**src/hw/rtl/spq_pkg.sv**
```systemverilog
// Shared types and codes for the stable priority queue.
// No dependencies; imported by the cell and the top level.
package spq_pkg;

    localparam int COUNT_W  = 5;
    localparam int STATUS_W = 2;

    localparam logic REQ_INSERT = 1'b0;
    localparam logic REQ_POP    = 1'b1;

    localparam logic [STATUS_W-1:0] STATUS_OK    = 2'd0;
    localparam logic [STATUS_W-1:0] STATUS_EMPTY = 2'd1;
    localparam logic [STATUS_W-1:0] STATUS_FULL  = 2'd2;

    // per-cycle command broadcast to every cell of the chain
    typedef struct packed {
        logic push;
        logic pop;
    } t_cell_cmd;

endpackage

```
**src/hw/rtl/spq_cell.sv**
```systemverilog
// One slot of the sorted chain: holds a priority and a tag, shifts with its neighbors.
// Depends on spq_pkg (t_cell_cmd).
module spq_cell #(
    parameter int PRIO_BITS = 4,
    parameter int TAG_BITS  = 16
) (
    input  logic                   i_clk,
    input  spq_pkg::t_cell_cmd     i_cmd,
    input  logic                   i_occupied,
    input  logic [PRIO_BITS-1:0]   i_new_prio,
    input  logic [TAG_BITS-1:0]    i_new_tag,
    input  logic                   i_left_ge,
    input  logic [PRIO_BITS-1:0]   i_left_prio,
    input  logic [TAG_BITS-1:0]    i_left_tag,
    input  logic [PRIO_BITS-1:0]   i_right_prio,
    input  logic [TAG_BITS-1:0]    i_right_tag,
    output logic                   o_ge,
    output logic [PRIO_BITS-1:0]   o_prio,
    output logic [TAG_BITS-1:0]    o_tag
);
    import spq_pkg::*;

    logic [PRIO_BITS-1:0] r_prio, n_prio;
    logic [TAG_BITS-1:0]  r_tag, n_tag;

    // held entry stays ahead of the new one on equal priority
    assign o_ge   = i_occupied && (r_prio >= i_new_prio);
    assign o_prio = r_prio;
    assign o_tag  = r_tag;

    always_comb begin
        n_prio = r_prio;
        n_tag  = r_tag;
        if (i_cmd.push && !o_ge) begin
            if (i_left_ge) begin
                n_prio = i_new_prio;
                n_tag  = i_new_tag;
            end else begin
                n_prio = i_left_prio;
                n_tag  = i_left_tag;
            end
        end else if (i_cmd.pop) begin
            n_prio = i_right_prio;
            n_tag  = i_right_tag;
        end
    end

    always_ff @(posedge i_clk) begin
        r_prio <= n_prio;
        r_tag  <= n_tag;
    end

endmodule

```
**src/hw/rtl/spq_out_buf.sv**
```systemverilog
// Result register with a skid stage, so a result can be produced while the last one waits.
// No package dependencies.
module spq_out_buf #(
    parameter int W = 8
) (
    input  logic         i_clk,
    input  logic         i_rst_n,
    input  logic         i_valid,
    input  logic [W-1:0] i_data,
    output logic         o_full,
    output logic         o_valid,
    output logic [W-1:0] o_data,
    input  logic         i_stall
);
    logic         r_out_valid, r_skid_valid;
    logic [W-1:0] r_out_data, r_skid_data;
    logic         w_out_free;

    assign w_out_free = !r_out_valid || !i_stall;
    assign o_full     = r_skid_valid;
    assign o_valid    = r_out_valid;
    assign o_data     = r_out_data;

    always_ff @(posedge i_clk) begin
        if (!i_rst_n) begin
            r_out_valid  <= 1'b0;
            r_skid_valid <= 1'b0;
        end else if (w_out_free) begin
            if (r_skid_valid) begin
                r_out_valid  <= 1'b1;
                r_skid_valid <= 1'b0;
            end else begin
                r_out_valid <= i_valid;
            end
        end else if (i_valid) begin
            r_skid_valid <= 1'b1;
        end
    end

    always_ff @(posedge i_clk) begin
        if (w_out_free) begin
            r_out_data <= r_skid_valid ? r_skid_data : i_data;
        end else if (i_valid) begin
            r_skid_data <= i_data;
        end
    end

endmodule

```
**src/hw/rtl/stable_priority_queue_core.sv**
```systemverilog
// Stable priority queue top level: a chain of spq_cell slots plus count and result buffer.
// Depends on spq_pkg, spq_cell, spq_out_buf.
//
//  channel | direction | handshake              | payload
//  --------+-----------+------------------------+--------------------------------------------
//  request | in        | i_in_valid / o_in_stall | i_req_type, i_priority_req, i_tag
//  result  | out       | o_out_valid/i_out_stall | o_pop_valid, o_pop_priority, o_pop_tag,
//          |           |                        | o_status, o_entry_count, o_is_empty
//
// One transaction per cycle while o_in_stall is low: every cell compares against the new
// priority and shifts in the same cycle; the result is registered in the output buffer.
// Reset clears the entry count and the result buffer; slot contents are left as they are.
// o_in_stall rises when the skid stage holds a result behind a stalled output register.
module stable_priority_queue_core #(
    parameter int DEPTH     = 16,
    parameter int PRIO_BITS = 4,
    parameter int TAG_BITS  = 16
) (
    input  logic                         i_clk,
    input  logic                         i_rst_n,
    input  logic                         i_in_valid,
    output logic                         o_in_stall,
    input  logic                         i_req_type,
    input  logic [PRIO_BITS-1:0]         i_priority_req,
    input  logic [TAG_BITS-1:0]          i_tag,
    output logic                         o_out_valid,
    input  logic                         i_out_stall,
    output logic                         o_pop_valid,
    output logic [PRIO_BITS-1:0]         o_pop_priority,
    output logic [TAG_BITS-1:0]          o_pop_tag,
    output logic [spq_pkg::STATUS_W-1:0] o_status,
    output logic [spq_pkg::COUNT_W-1:0]  o_entry_count,
    output logic                         o_is_empty
);
    import spq_pkg::*;

    localparam int CNT_W = $clog2(DEPTH + 1);
    localparam int RES_W = 1 + PRIO_BITS + TAG_BITS + STATUS_W + COUNT_W + 1;

    logic [CNT_W-1:0]     r_count, n_count;
    logic                 w_accept, w_full, w_empty;
    t_cell_cmd            w_cmd;
    logic [STATUS_W-1:0]  w_status;
    logic [PRIO_BITS-1:0] w_res_prio;
    logic [TAG_BITS-1:0]  w_res_tag;
    logic [RES_W-1:0]     w_res, w_out_data;

    logic                 w_ge   [DEPTH];
    logic [PRIO_BITS-1:0] w_prio [DEPTH];
    logic [TAG_BITS-1:0]  w_tag  [DEPTH];

    assign w_accept = i_in_valid && !o_in_stall;
    assign w_full   = (r_count == CNT_W'(DEPTH));
    assign w_empty  = (r_count == '0);

    always_comb begin
        w_cmd.push = w_accept && (i_req_type == REQ_INSERT) && !w_full;
        w_cmd.pop  = w_accept && (i_req_type == REQ_POP) && !w_empty;
        n_count    = r_count;
        w_status   = STATUS_OK;
        if (w_cmd.push) begin
            n_count = r_count + 1'b1;
        end else if (w_cmd.pop) begin
            n_count = r_count - 1'b1;
        end
        if (i_req_type == REQ_POP && w_empty) begin
            w_status = STATUS_EMPTY;
        end else if (i_req_type == REQ_INSERT && w_full) begin
            w_status = STATUS_FULL;
        end
    end

    always_ff @(posedge i_clk) begin
        if (!i_rst_n) begin
            r_count <= '0;
        end else begin
            r_count <= n_count;
        end
    end

    genvar gi;
    generate
        for (gi = 0; gi < DEPTH; gi++) begin : g_cell
            logic                 w_left_ge;
            logic [PRIO_BITS-1:0] w_left_prio, w_right_prio;
            logic [TAG_BITS-1:0]  w_left_tag, w_right_tag;

            if (gi == 0) begin : g_head
                assign w_left_ge   = 1'b1;
                assign w_left_prio = i_priority_req;
                assign w_left_tag  = i_tag;
            end else begin : g_body
                assign w_left_ge   = w_ge[gi-1];
                assign w_left_prio = w_prio[gi-1];
                assign w_left_tag  = w_tag[gi-1];
            end

            if (gi == DEPTH - 1) begin : g_tail
                assign w_right_prio = w_prio[gi];
                assign w_right_tag  = w_tag[gi];
            end else begin : g_mid
                assign w_right_prio = w_prio[gi+1];
                assign w_right_tag  = w_tag[gi+1];
            end

            spq_cell #(
                .PRIO_BITS (PRIO_BITS),
                .TAG_BITS  (TAG_BITS)
            ) u_cell (
                .i_clk        (i_clk),
                .i_cmd        (w_cmd),
                .i_occupied   (CNT_W'(gi) < r_count),
                .i_new_prio   (i_priority_req),
                .i_new_tag    (i_tag),
                .i_left_ge    (w_left_ge),
                .i_left_prio  (w_left_prio),
                .i_left_tag   (w_left_tag),
                .i_right_prio (w_right_prio),
                .i_right_tag  (w_right_tag),
                .o_ge         (w_ge[gi]),
                .o_prio       (w_prio[gi]),
                .o_tag        (w_tag[gi])
            );
        end
    endgenerate

    assign w_res_prio = w_cmd.pop ? w_prio[0] : '0;
    assign w_res_tag  = w_cmd.pop ? w_tag[0] : '0;
    assign w_res = {w_cmd.pop, w_res_prio, w_res_tag, w_status,
                    COUNT_W'(n_count), (n_count == '0)};

    spq_out_buf #(
        .W (RES_W)
    ) u_out_buf (
        .i_clk   (i_clk),
        .i_rst_n (i_rst_n),
        .i_valid (w_accept),
        .i_data  (w_res),
        .o_full  (o_in_stall),
        .o_valid (o_out_valid),
        .o_data  (w_out_data),
        .i_stall (i_out_stall)
    );

    assign {o_pop_valid, o_pop_priority, o_pop_tag, o_status,
            o_entry_count, o_is_empty} = w_out_data;

`ifndef SYNTHESIS
    a_count_bound: assert property (@(posedge i_clk) disable iff (!i_rst_n)
        r_count <= CNT_W'(DEPTH))
        else $error("entry count above depth");

    a_push_count: assert property (@(posedge i_clk) disable iff (!i_rst_n)
        w_cmd.push |=> r_count == $past(r_count) + 1'b1)
        else $error("insert did not raise count");

    a_pop_count: assert property (@(posedge i_clk) disable iff (!i_rst_n)
        w_cmd.pop |=> r_count == $past(r_count) - 1'b1)
        else $error("pop did not lower count");

    a_pop_ok: assert property (@(posedge i_clk) disable iff (!i_rst_n)
        (o_out_valid && o_pop_valid) |-> (o_status == STATUS_OK && !o_is_empty ||
                                          o_status == STATUS_OK && o_is_empty))
        else $error("popped entry with error status");

    generate
        for (gi = 0; gi < DEPTH - 1; gi++) begin : g_sorted
            a_sorted: assert property (@(posedge i_clk) disable iff (!i_rst_n)
                (CNT_W'(gi + 1) < r_count) |-> (w_prio[gi] >= w_prio[gi+1]))
                else $error("chain out of priority order");
        end
    endgenerate
`endif

endmodule
```
**config.mk**
```make
export PLATFORM = sky130hd
export DESIGN_NAME = stable_priority_queue_core
export DESIGN_NICKNAME = d
export VERILOG_FILES = /design/src/hw/rtl/spq_pkg.sv /design/src/hw/rtl/spq_cell.sv /design/src/hw/rtl/spq_out_buf.sv /design/src/hw/rtl/stable_priority_queue_core.sv
export SDC_FILE = /design/constraint.sdc
export NUM_CORES = 1
export LEC_CHECK = 0
export ABC_AREA = 1
export BUFFER_PORTS_ARGS = -buffer_cell sky130_fd_sc_hd__buf_4
export CORE_UTILIZATION = 55
export DETAILED_ROUTE_END_ITERATION = 7
export MAX_ROUTING_LAYER = met4
export PLACE_DENSITY = 0.83
export SLEW_MARGIN = 20
export SYNTH_ARGS = -nofsm -noshare
export SYNTH_HDL_FRONTEND = slang
export SYNTH_SLANG_ARGS = --single-unit
```
**constraint.sdc**
```tcl
create_clock -name i_clk -period 3.3 [get_ports i_clk]
set_input_delay 0.99 -clock i_clk [delete_from_list [all_inputs] [get_ports i_clk]]
set_output_delay 0.99 -clock i_clk [all_outputs]
set_load 0.02 [all_outputs]
```
Yosys cells after proc, flatten, opt, wreduce, memory -nomap -nowiden. Index checks and enable logic that the tools add are counted.

Shift-type cells: 0. Divide/modulo/power cells: 0. Reductions and logical operators: 80. Bitwise operators: 3. Equal/unequal tests: 1. Multipliers: 0. Mux-type cells: 98. Add/sub/neg operators: 2. Order comparisons: 32.

Operators with widths (count): $mux 16 (46); $mux 4 (46); $ge 4x4->1 (16); $lt 4x5->1 const A (8); $logic_and 1x1->1 (39); $reduce_bool 2->1 (15); $mux 29 (1); $logic_not 1->1 (21); $lt 3x5->1 const A (4); $logic_not 5->1 (2); $lt 1x5->1 const A (2); $lt 2x5->1 const A (2); $mux 5 (2); $add 5x1->5 const B (1); $eq 5x5->1 const B (1); $sub 5x1->5 const B (1); $mux 2 (2); $not 1->1 (3); $reduce_and 2->1 (1); $reduce_or 2->1 (1); $logic_or 1x1->1 (1); $mux 1 (1).

Bits in registers: 385. Input port bits: 25. Bits in writable memories: 0. Memories: 0. ROM bits: 0. Latch bits: 0.

Logic depth before layout (Yosys ltp).
Depth after elaboration: 8. Gate-level depth with buffers: 13.

Modules after synthesis. A second synthesis with hierarchy kept.

Cell total of the unflattened synthesis: 2451. Area total of the unflattened synthesis: 23442.5 µm².

Modules (own cells, without submodules): spq_cell (g_cell[0].u_cell ...) (sequential area each 600.6 µm², cells an instance 134, area an instance 1275.0 µm², instances 15); spq_out_buf (sequential area each 1781.7 µm², cells an instance 162, area an instance 2244.7 µm², instances 1); spq_cell (g_cell[9].u_cell) (sequential area each 600.6 µm², cells an instance 134, area an instance 1300.0 µm², instances 1); stable_priority_queue_core (sequential area each 100.1 µm², cells an instance 145, area an instance 773.2 µm², instances 1).

Worst setup path after synthesis. OpenSTA, ideal clock, no wires.

Path type: input-to-reg. Start point: in i_out_stall. End point: reg u_out_buf.r_skid_data[0], enable pin. Stages: 2. Arrival time: 3.003 ns. Required time: 2.885 ns. Library setup time: 0.415 ns. Slack: -0.118 ns. Path through: nand2_1 -> nor2_1.

Word-level cells in the longest chain between the ends: 4.

Ends and longest elaborated chain: start: declaration (line stable_priority_queue_core.sv:27) `input logic i_out_stall,`; $logic_not 1->1 (line spq_out_buf.sv:19) `assign w_out_free = !r_out_valid || !i_stall;`; $logic_or 1x1->1 (line spq_out_buf.sv:19); $not 1->1 (no source line); $reduce_and 2->1 (no source line); end signal: assignment (line spq_out_buf.sv:44) `r_skid_data <= i_data;`; end: declaration (line spq_out_buf.sv:16) `logic [W-1:0] r_out_data, r_skid_data;`.

Every way passes these cells. A chain may end at the register's enable or synchronous reset.

Worst setup path after layout.
Start point: reg r_count[2]. End point: reg g_cell[1].u_cell.r_tag[3], enable pin.

Word-level cells in the longest chain between the ends: 5.

Ends and longest elaborated chain: start: declaration (line stable_priority_queue_core.sv:40) `logic [CNT_W-1:0] r_count, n_count;`; start signal: assignment (line stable_priority_queue_core.sv:77) `r_count <= n_count;`; $lt 1x5->1 or $eq 5x5->1 (tied branches) (line stable_priority_queue_core.sv:112, stable_priority_queue_core.sv:53); $logic_and 1x1->1 or $logic_not 1->1 (tied branches) (line spq_cell.sv:27, stable_priority_queue_core.sv:57); $logic_not 1->1 or $logic_and 1x1->1 (tied branches) (line spq_cell.sv:34, stable_priority_queue_core.sv:57); $logic_and 1x1->1 (line spq_cell.sv:34) `if (i_cmd.push && !o_ge) begin`; $reduce_bool 2->1 (no source line) *; end signal: assignment (line spq_cell.sv:50) `r_tag <= n_tag;`; end: declaration (line spq_cell.sv:24) `logic [TAG_BITS-1:0] r_tag, n_tag;`.

Mark *: on every way between the ends. The rest lies on a longest branch, timed or not.

==> qor.txt <==
CP startpoint kind: flop
largest net degree at the start of global routing: 60
max cap viols: 0
Setup WS pre-CTS: 169 ps
DIE AREA: 0.0388 mm2
Fin Setup TNS: 0 ps
top-count cell post-synth: a21oi_1
Clock Path Buffers: 3
placed inst area: 0.0220 mm2
vias in the first global route: 17400
Period minus WS final: 2820 ps
Die H: 197 um
Mapped Cells: 2266
Layout fillers: 3009
CTS tree: yes
Top Ports: 56
PortBufs: 55
post-CTS sizing: 0
Initial DRC Count: 2918
library cells used by synthesis: 37
gr ovfl total: 0
Slew headroom: 47.7%
TritonCTS Buffers: 40
pwr/cell area: 619 mW/mm2
WP data arrival: 3090 ps
Worst Tran Pin Value: 776 ps
Post-synth top cells: a21oi_1, nand2_1, edfxtp_1
yosys warns: 0
# H-tree levels: 2
LEAKAGE: 0.00891 uW
Final Hold Vio Count: 0
Final Net Count: 2383
first-pass GRT wire length: 98.9 mm
Async SR Flop Fraction: 0%
routed len/inst: 23.0 um
Tcrit/Tclk final: 85.6%
main flop type after synthesis: edfxtp_1
final count of pins violating max slew: 0
Synth top area share: 54.3%
GPL Wtd Cong: 0.975
Post-synth EDFFs: 378
initial antenna violation count: 4
Mapped Nets: 2359
element type at the critical path end: flop
drt first pass iters: 6
share of layout cells above drive strength 1: 11.1%
setup slack after layout: 476 ps
vias per cell: 6.45
Max VDD drop: 0.385 mV
total number of vias: 18300
Starting Density: 55.8%
Final Cell Area: 0.0233 mm2
Clock transition at path regs: 60 ps
Post-Route WL: 65.3 mm
Hold WS: 525 ps
Seq cells post-synth: 385
clock net sink count: 385
Worst Path Max Fanout: 22
post-CTS setup buffer count: 0
Max Fclk: 354 MHz
Worst Hold Class: reg -> reg
outcome: finished clean
post-synthesis sequential area ratio: 55.0%
Clock Skew: 14.6 ps
hpwl dp: 44.4 mm
Global Route Usage Sum: 34.8%
Core Region: 0.0375 mm2
Clock Tree Root: clkbuf_16
Area Growth Syn to Fin: 11.5%
hold buffers post-CTS: 0
Yosys top cell by area: edfxtp_1
Post-Syn Area: 0.0209 mm2
RSZ-0062 raised after global routing: no
CP required: 3560 ps
crit path kind: reg -> reg
final setup fails: 0
FP Rows: 71
Clock Latency Late Sink: 570 ps
post-route ant nets: 0
synth top area cells: edfxtp_1, a21oi_1, nand2_1, ha_1, nand3_1
Die W: 197 um
Residual DRC: 0
Avg Cell Area, Syn: 9.22 um2
==> worst max-delay path, stage by stage (launching register included) <==
cell,delay (ps)
dfxtp_1,460
nor2_1,300
nand3_2,510
nand2_1,280
inv_2,200
nand2_4,140
nand2_1,60
buf_4,220
nand2_1,110
buf_4,220
==> state kept, by name (all words and copies together), names as in the netlist <==
signal	count
r_count	5
g_cell.u_cell.o_prio	64
g_cell.u_cell.o_tag	256
u_out_buf.o_data	29
u_out_buf.o_full	1
u_out_buf.o_valid	1
u_out_buf.r_skid_data	29
==> layout make-up <==
type	count	area (um2)	area share, %
inverters	102	389	1.67
clock buffers	46	1040	4.48
well taps	511	639	2.74
flip-flops and latches	385	11500	49.3
repair buffers	156	1350	5.77
clock inverters	28	265	1.14
multi-input cells	1605	8130	34.9
diodes	3	7.51	0.0322
==> logic make-up after synthesis <==
family          count (synthesis)  share of synthesized area, %
simple gates                  710                          14.2
flops                         385                          55.0
xor+xnor                        4                         0.168
buf+inv                       276                          6.18
fa+ha+maj                      68                          4.07
compound gates                823                          20.4
==> where the power goes <==
group | switching, uW | internal, uW
combinational | 2090 | 981
sequential | 457 | 6280
clock | 1970 | 2670
==> worst paths after layout <==
| path | startpoint | end | slack (ps) | depth (start not counted) |
|---|---|---|---|---|
| max | r_count[2]$_SDFF_PN0_ | g_cell[1].u_cell.o_tag[3]$_DFFE_PP_ | 480 | 9 |
| max reg2reg | r_count[2]$_SDFF_PN0_ | g_cell[1].u_cell.o_tag[3]$_DFFE_PP_ | 480 | 9 |
| min reg2reg | u_out_buf.r_skid_data[7]$_DFFE_PP_ | u_out_buf.o_data[7]$_DFFE_PP_ | 520 | 2 |
| min | u_out_buf.r_skid_data[7]$_DFFE_PP_ | u_out_buf.o_data[7]$_DFFE_PP_ | 520 | 2 |
==> per-stage QoR <==
step	total power [uW]	std cells	utilization, %
global route	14900	2836	62.2
finish	14400	2836	62.2
CTS	14300	2833	62.2
detailed placement	9770	2759	58.7
global placement	9630	2759	58.7
floorplan	8630	2266	-
==> per-layer routing <==
layer | part of all wire [%] | vias up | GRT usage, %
li1 | - | 8142 | -
met1 | 36 | 8530 | 42.4
met2 | 45 | 1342 | 52.7
met3 | 13 | 272 | 9.50
met4 | 5.7 | 0 | 18.7
met5 | 0 | - | -
==> layout by cell type, fill, tap and decap left out, types with 2 or more instances in the layout <==
cell type	n
a21oi_1	643
nand2_1	405
edfxtp_1	378
buf_4	142
nand3_1	140
o21ai_0	127
nor2_1	124
inv_1	88
ha_1	68
clkbuf_16	41
o211ai_1	20
nand4_1	16
o21bai_1	15
buf_12	14
clkinv_1	13
nand2_2	12
clkinv_2	10
inv_2	9
o21ai_1	7
dfxtp_1	7
a21oi_2	5
clkbuf_1	5
bufinv_16	5
xor2_1	4
diode_2	3
nor2_4	3
nand3_2	3
nand2_4	3
inv_6	3
nor2_2	2
o21a_1	2
clkinvlp_4	2
Note: power is estimated with default switching activity, not from simulation.
